## src/hw/rtl/csrmv_pkg.sv

```systemverilog
package csrmv_pkg;

    // sizes of the stores
    localparam int MAX_ROWS     = 64;
    localparam int MAX_COLS     = 64;
    localparam int MAX_NONZEROS = 4096;

    // derived widths
    localparam int ROW_W  = $clog2(MAX_ROWS);
    localparam int COL_W  = $clog2(MAX_COLS);
    localparam int NZ_AW  = $clog2(MAX_NONZEROS);
    localparam int CNT_W  = NZ_AW + 1;
    localparam int SIZE_W = 7;
    localparam int VAL_W  = 16;
    localparam int PROD_W = 2 * VAL_W;
    localparam int ACC_W  = 40;
    localparam int IDX_W  = 2;

    // configuration register indexes
    localparam logic [IDX_W-1:0] REG_ROW_COUNT    = 2'd0;
    localparam logic [IDX_W-1:0] REG_COLUMN_COUNT = 2'd1;

    // item kinds carried in tuser
    localparam logic ITEM_MATRIX = 1'b0;
    localparam logic ITEM_VECTOR = 1'b1;

    // one stored nonzero: column on top, value below
    typedef struct packed {
        logic [COL_W-1:0]        col;
        logic signed [VAL_W-1:0] value;
    } nz_entry_t;

    // control from the sequencer to the multiply-accumulate pipeline
    typedef struct packed {
        logic issue;
        logic clear;
    } mac_ctrl_t;

    typedef enum logic [2:0] {
        S_IDLE,
        S_ROW,
        S_ROWEND,
        S_RUN,
        S_DRAIN,
        S_OUT
    } state_t;

endpackage

```

## src/hw/rtl/csrmv_mac.sv

```systemverilog
module csrmv_mac (
    input  logic                              clk,
    input  logic                              rst_n,
    input  csrmv_pkg::mac_ctrl_t              ctrl,
    input  csrmv_pkg::nz_entry_t              nz_rdata,
    input  logic signed [csrmv_pkg::VAL_W-1:0] vec_rdata,
    output logic [csrmv_pkg::COL_W-1:0]       vec_raddr,
    output logic signed [csrmv_pkg::ACC_W-1:0] acc,
    output logic                              busy
);

    import csrmv_pkg::*;

    logic                     p1_reg, p2_reg, p3_reg;
    logic signed [VAL_W-1:0]  val_reg, val_next;
    logic signed [PROD_W-1:0] prod_reg, prod_next;
    logic signed [ACC_W-1:0]  acc_reg, acc_next;

    // stage valid bits: nonzero read, vector read, product
    always_ff @(posedge clk or negedge rst_n)
    begin
        if (!rst_n)
        begin
            p1_reg <= 1'b0;
            p2_reg <= 1'b0;
            p3_reg <= 1'b0;
        end
        else
        begin
            p1_reg <= ctrl.issue;
            p2_reg <= p1_reg;
            p3_reg <= p2_reg;
        end
    end

    // vector element is addressed by the column just read
    assign vec_raddr = nz_rdata.col;

    // datapath stages
    always_comb
    begin
        val_next  = p1_reg ? nz_rdata.value : val_reg;
        prod_next = p2_reg ? val_reg * vec_rdata : prod_reg;
        acc_next  = acc_reg;
        if (ctrl.clear)
        begin
            acc_next = '0;
        end
        else if (p3_reg)
        begin
            acc_next = acc_reg + ACC_W'(prod_reg);
        end
    end

    always_ff @(posedge clk)
    begin
        val_reg  <= val_next;
        prod_reg <= prod_next;
        acc_reg  <= acc_next;
    end

    assign acc  = acc_reg;
    assign busy = p1_reg | p2_reg | p3_reg;

endmodule

```

## config.mk

```make
export PLATFORM = sky130hd
export DESIGN_NAME = csrmv_mac
export DESIGN_NICKNAME = d
export VERILOG_FILES = /design/src/hw/rtl/csrmv_pkg.sv /design/src/hw/rtl/csrmv_mac.sv
export SDC_FILE = /design/constraint.sdc
export NUM_CORES = 1
export LEC_CHECK = 0
export ABC_AREA = 1
export BUFFER_PORTS_ARGS = -buffer_cell sky130_fd_sc_hd__buf_4
export CAP_MARGIN = 20
export CORE_MARGIN = 2
export CORE_UTILIZATION = 57
export DETAILED_ROUTE_END_ITERATION = 6
export MAX_ROUTING_LAYER = met4
export PLACE_DENSITY = 0.78
export SYNTH_ARGS = -nofsm -noshare
export SYNTH_HDL_FRONTEND = slang
export SYNTH_SLANG_ARGS = --single-unit
export TNS_END_PERCENT = 50
```

## constraint.sdc

```tcl
create_clock -name clk -period 5.8 [get_ports clk]
set_clock_uncertainty 0.05 [all_clocks]
set_input_delay 0.29 -clock clk [delete_from_list [all_inputs] [get_ports clk]]
set_output_delay 0.29 -clock clk [all_outputs]
set_load 0.005 [all_outputs]
```

# After elaboration in Yosys (flattened, before gate mapping)
# Cells that the tools add are included.
[totals]
regBits = 91
latch_bits = 0
ramBits = 0
mem_bits_ro = 0
in_bits = 42
output_inout_bits = 47
wordCells = 10
memories = 0
[classes]
n_addsub = 1
multipliers = 1
div = 0
n_lt_le_gt_ge = 0
eq_ne = 0
n_shift = 0
n_mux = 0
bitwise_logic = 2
n_reduce_logical = 0
[ops]
columns = ["operator", "n"]
rows = [
  ["$add A40 B32 Y40", 1],
  ["$mul A16 B16 Y32", 1],
  ["$or A1 B1 Y1", 2],
]

# Longest topological paths before layout
[depth]
word_depth = 2
mapped_depth = 25
mapped_depth_nobuf = 23

# Worst setup path after synthesis
# Ideal clock, no wire load.
[synth_path]
path_type = "register to register"
from = "register val_reg[15]"
to = "register prod_reg[31], data pin"
setup_ns = 0.253
arrival_time_ns = 5.452
t_required_ns = 5.497
path_slack_ns = 0.045
stages_incl_launch_ff = 22
n_path_buf = 1
synth_period_minus_slack_ns = 5.755
cell_sequence = "edfxtp_1 clkbuf_1 nand2_1 inv_1 fa_1 fa_1 inv_1 fa_1 fa_1 fa_1 fa_1 inv_1 ha_1 inv_1 o21bai_1 a31oi_1 o21ai_0 or2_1 a21oi_2 nand2_1 inv_1 nor2_1"
[synth_between]
elab_chain_len = 1
[synth_lines]
columns = ["item", "line", "text"]
rows = [
  ["start: declaration", "csrmv_mac.sv:15", "logic signed [VAL_W-1:0] val_reg, val_next;"],
  ["start signal: assignment", "csrmv_mac.sv:57", "val_reg <= val_next;"],
  ["$mul A16 B16 Y32", "csrmv_mac.sv:43", "prod_next = p2_reg ? val_reg * vec_rdata : prod_reg;"],
  ["end signal: assignment", "csrmv_mac.sv:58", "prod_reg <= prod_next;"],
  ["end: declaration", "csrmv_mac.sv:16", "logic signed [PROD_W-1:0] prod_reg, prod_next;"],
]
# No other way between the ends.
# A chain may end at the register's enable or synchronous reset.

# Worst setup path after layout
# Same ends and word-level chain as after synthesis.

==> key figures <==
Clock network
  – Clock root buffer: clkbuf_16
  – Clock Sink Count: 91
  – Register clock-pin slew on the reported worst setup and hold paths: 0.08 ns
  – CTS buffer count: 9
  – H-tree depth: 3
  – Worst skew pair latency: 0.38 ns
  – CTS tree: yes
  – Clk buf depth: 2

Critical path
  – Most frequent CP cell: fa_1
  – Crit-path slowest cell: fa_2
  – Crit path kind: reg -> reg
  – WP data required: 5.88 ns
  – WP data arrival: 5.85 ns
  – Startpoint Class: register
  – Crit-path cells: buf_4, buf_6, nand2_2, fa_1, inv_2, fa_2, buf_12, fa_2, inv_2, fa_1, inv_2, fa_1, fa_1, ha_1, buf_4, nand2_1, nor2_1, nand2_1, nor2_1, or2_1, a21oi_2, nand2_1, inv_1, nor2_1
  – CP peak stage delay: 0.60 ns
  – Crit. End Element: register
  – Worst Path Max Fanout: 10

Floorplanning
  – Starting Density: 0.576
  – Row Count: 62
  – Io pins: 89
  – Height of the chip: 174 um
  – Core ar.: 0.0286 mm2
  – Die area: 0.0303 mm2
  – Die width: 174 um

Run
  – Max capacitance violation total: 0

GRT
  – First-pass GRT wire length: 69600 um
  – Number of global-route vias before repair: 14200
  – Largest net degree at the start of global routing: 65
  – Initial antenna violation count: 1
  – Total gr overflow: 0
  – Total Routing Usage GR: 0.299

Timing
  – Maximum operating frequency: 173 MHz
  – Final Max Slew Viols: 0
  – Slew HR: 0.361
  – Final hold viol count: 0
  – Final Cycle Share: 0.994
  – Unrepaired setup endpoints after global routing: yes
  – Final setup fails: 0
  – Minimum clock period: 5.76 ns
  – Actual slew at the worst max-slew pin: 0.958 ns

Route
  – DR DRC count: 0
  – DRT Pass-1 Iters: 6
  – DR WL/cell: 16.0 um
  – Vias/cell: 5.19
  – Via count: 14000
  – DR iter-0 viols: 881
  – Post-route ant nets: 0
  – Detailed-route wire length: 43100 um

Yosys
  – Synth cell types: 45
  – Synth Area in Compound Gates: 0.0595
  – Yosys top cell area share: 0.319
  – Commonest cells in the netlist: 575 x inv_1, 532 x nand2_1, 263 x fa_1
  – Post-synthesis async set-or-reset flop share: 0.0330
  – Main combinational cell family by area after synthesis: adder cells
  – #FFs+latches synth: 91
  – Mapped Cells: 2201
  – Top post-synthesis cells by area: fa_1 32%, inv_1 13%, nand2_1 12%, ha_1 9.2%, edfxtp_1 8.7%
  – Avg Cell Area, Syn: 7.50 um2
  – Cell area after synthesis: 0.0165 mm2
  – XOR/XNOR Fraction of Synth Area: 0.0271
  – Synth Net Count: 2627
  – Number of flops mapped to enable cells by yosys: 48
  – Yosys warning count: 0
  – Area share of and/or/nand/nor cells after synthesis: 0.210
  – Post-synthesis mux area share: 0
  – Sequential share of the synthesized area: 0.140
  – Most frequent cell after synthesis: inv_1
  – Synth Flop Type: edfxtp_1
  – Cell accounting for the most synthesized area: fa_1
  – Post-Synth Adder-Cell Area: 0.411

Placement
  – Final GP Congestion: 0.962
  – Placed cell area: 0.0178 mm2
  – PortBufs: 76
  – Dpl hpwl: 35800 um

Final layout
  – Fillers: 2433
  – Finished Cell Area: 0.0186 mm2
  – Flip-flop count of the largest register after layout: 40
  – Area Overhead vs Synth: 12.9%
  – Nets: 2726
  – Layout cell share with drive strength beyond 1: 0.128

Min path
  – Hold WC Path Type: in -> reg

Run status
  – Status: finished, final reports clean
==> logic make-up (layout without fill, tap and decap cells) <==
family                   Yosys count  count (layout)
AO/OA/AOI/OAI                    167             167
XOR/XNOR                          51              51
adder cells (fa/ha/maj)          384             384
buffers and inverters            658             762
flip-flops                        91              91
other                              0               1
AND/OR/NAND/NOR                  850             850
==> cell type report <==
class	instances	area (um2)	area share
flip-flops and latches	91	2320	0.124
clock inverters	6	71.3	0.00383
clock buffers	10	229	0.0123
inverters	581	2180	0.117
diodes	1	2.50	0.000134
multi-input cells	1452	12000	0.645
repair buffers	165	1330	0.0713
well taps	384	480	0.0258
==> per-layer routing <==
metal	GRT usage	part of all wire
met1	0.362	0.41
met5	-	0
met2	0.512	0.49
met3	0.0497	0.065
met4	0.0973	0.033
==> final timing paths <==
kind	start	endpoint	slack, ns	cells after the start
max	val_reg[15]$_DFFE_PP_	prod_reg[31]$_DFFE_PP_	0.04	24
min	nz_rdata[14]	val_reg[14]$_DFFE_PP_	0.03	1
max reg2reg	val_reg[15]$_DFFE_PP_	prod_reg[31]$_DFFE_PP_	0.04	24
min reg2reg	acc[0]$_SDFFE_PP0P_	acc[0]$_SDFFE_PP0P_	0.44	2
max in group asynchronous	rst_n	p3_reg$_DFF_PN0_	5.41	2
min in group asynchronous	rst_n	p1_reg$_DFF_PN0_	0.18	2
==> through the flow <==
step           setup slack (ns)  setup TNS, ns  instances  hold WS (ns)  utilization
4_1_cts                 -0.0107        -0.0203       2672        0.0210        0.635
3_3_place_gp             -0.131         -0.209       2650        0.0285        0.621
6_report                 0.0357              0       2690        0.0327        0.651
5_1_grt                  -0.183         -0.551       2690        0.0222        0.651
3_5_place_dp             -0.179         -0.342       2650        0.0304        0.621
2_1_floorplan            0.0449              0       2201       -0.0556            -
==> critical path: cells and delay by family, from the launching register on <==
kind	cells	cell delay (ns)
and+or+nand+nor	8	0.65
adders and majority gates	7	3.36
DFF	1	0.47
AOI/OAI and AO/OA	1	0.12
buffers and inverters	8	0.86
==> timing repair <==
item | in CTS | in global routing
cloned | 0 | 0
resized for setup | 10 | 61
hold buffers | 2 | 0
endpoints found under the setup margin | 5 | 13
setup buffers | 4 | 17
pin swaps | 4 | 31
endpoints found under the hold margin | 4 | 0
==> cell usage in the layout (no fill, tap or decap), types with 3 or more instances in the layout <==
cell type,netlist,routed
inv_1,575,564
nand2_1,532,523
fa_1,263,260
nor2_1,201,197
buf_4,8,151
ha_1,121,105
a21oi_1,63,59
edfxtp_1,48,48
nand3_1,48,44
o21ai_0,43,41
dfxtp_1,40,40
xor2_1,35,35
nand2_2,19,26
o21ai_1,20,22
nand4_1,17,17
xnor2_1,16,16
ha_4,0,16
inv_2,4,15
nor2_2,7,11
a21oi_2,8,11
o21bai_1,12,11
clkbuf_16,0,9
a21o_1,6,6
nand3_2,3,6
buf_6,0,6
buf_12,0,5
or2_2,4,4
nand2_4,2,4
nor3_4,0,3
a31oi_1,3,3
or2_1,3,3
nor3_1,3,3
fa_2,0,3
Power is not shown: default switching activity piles up to over one toggle a cycle in this logic, so the estimate is an artifact.
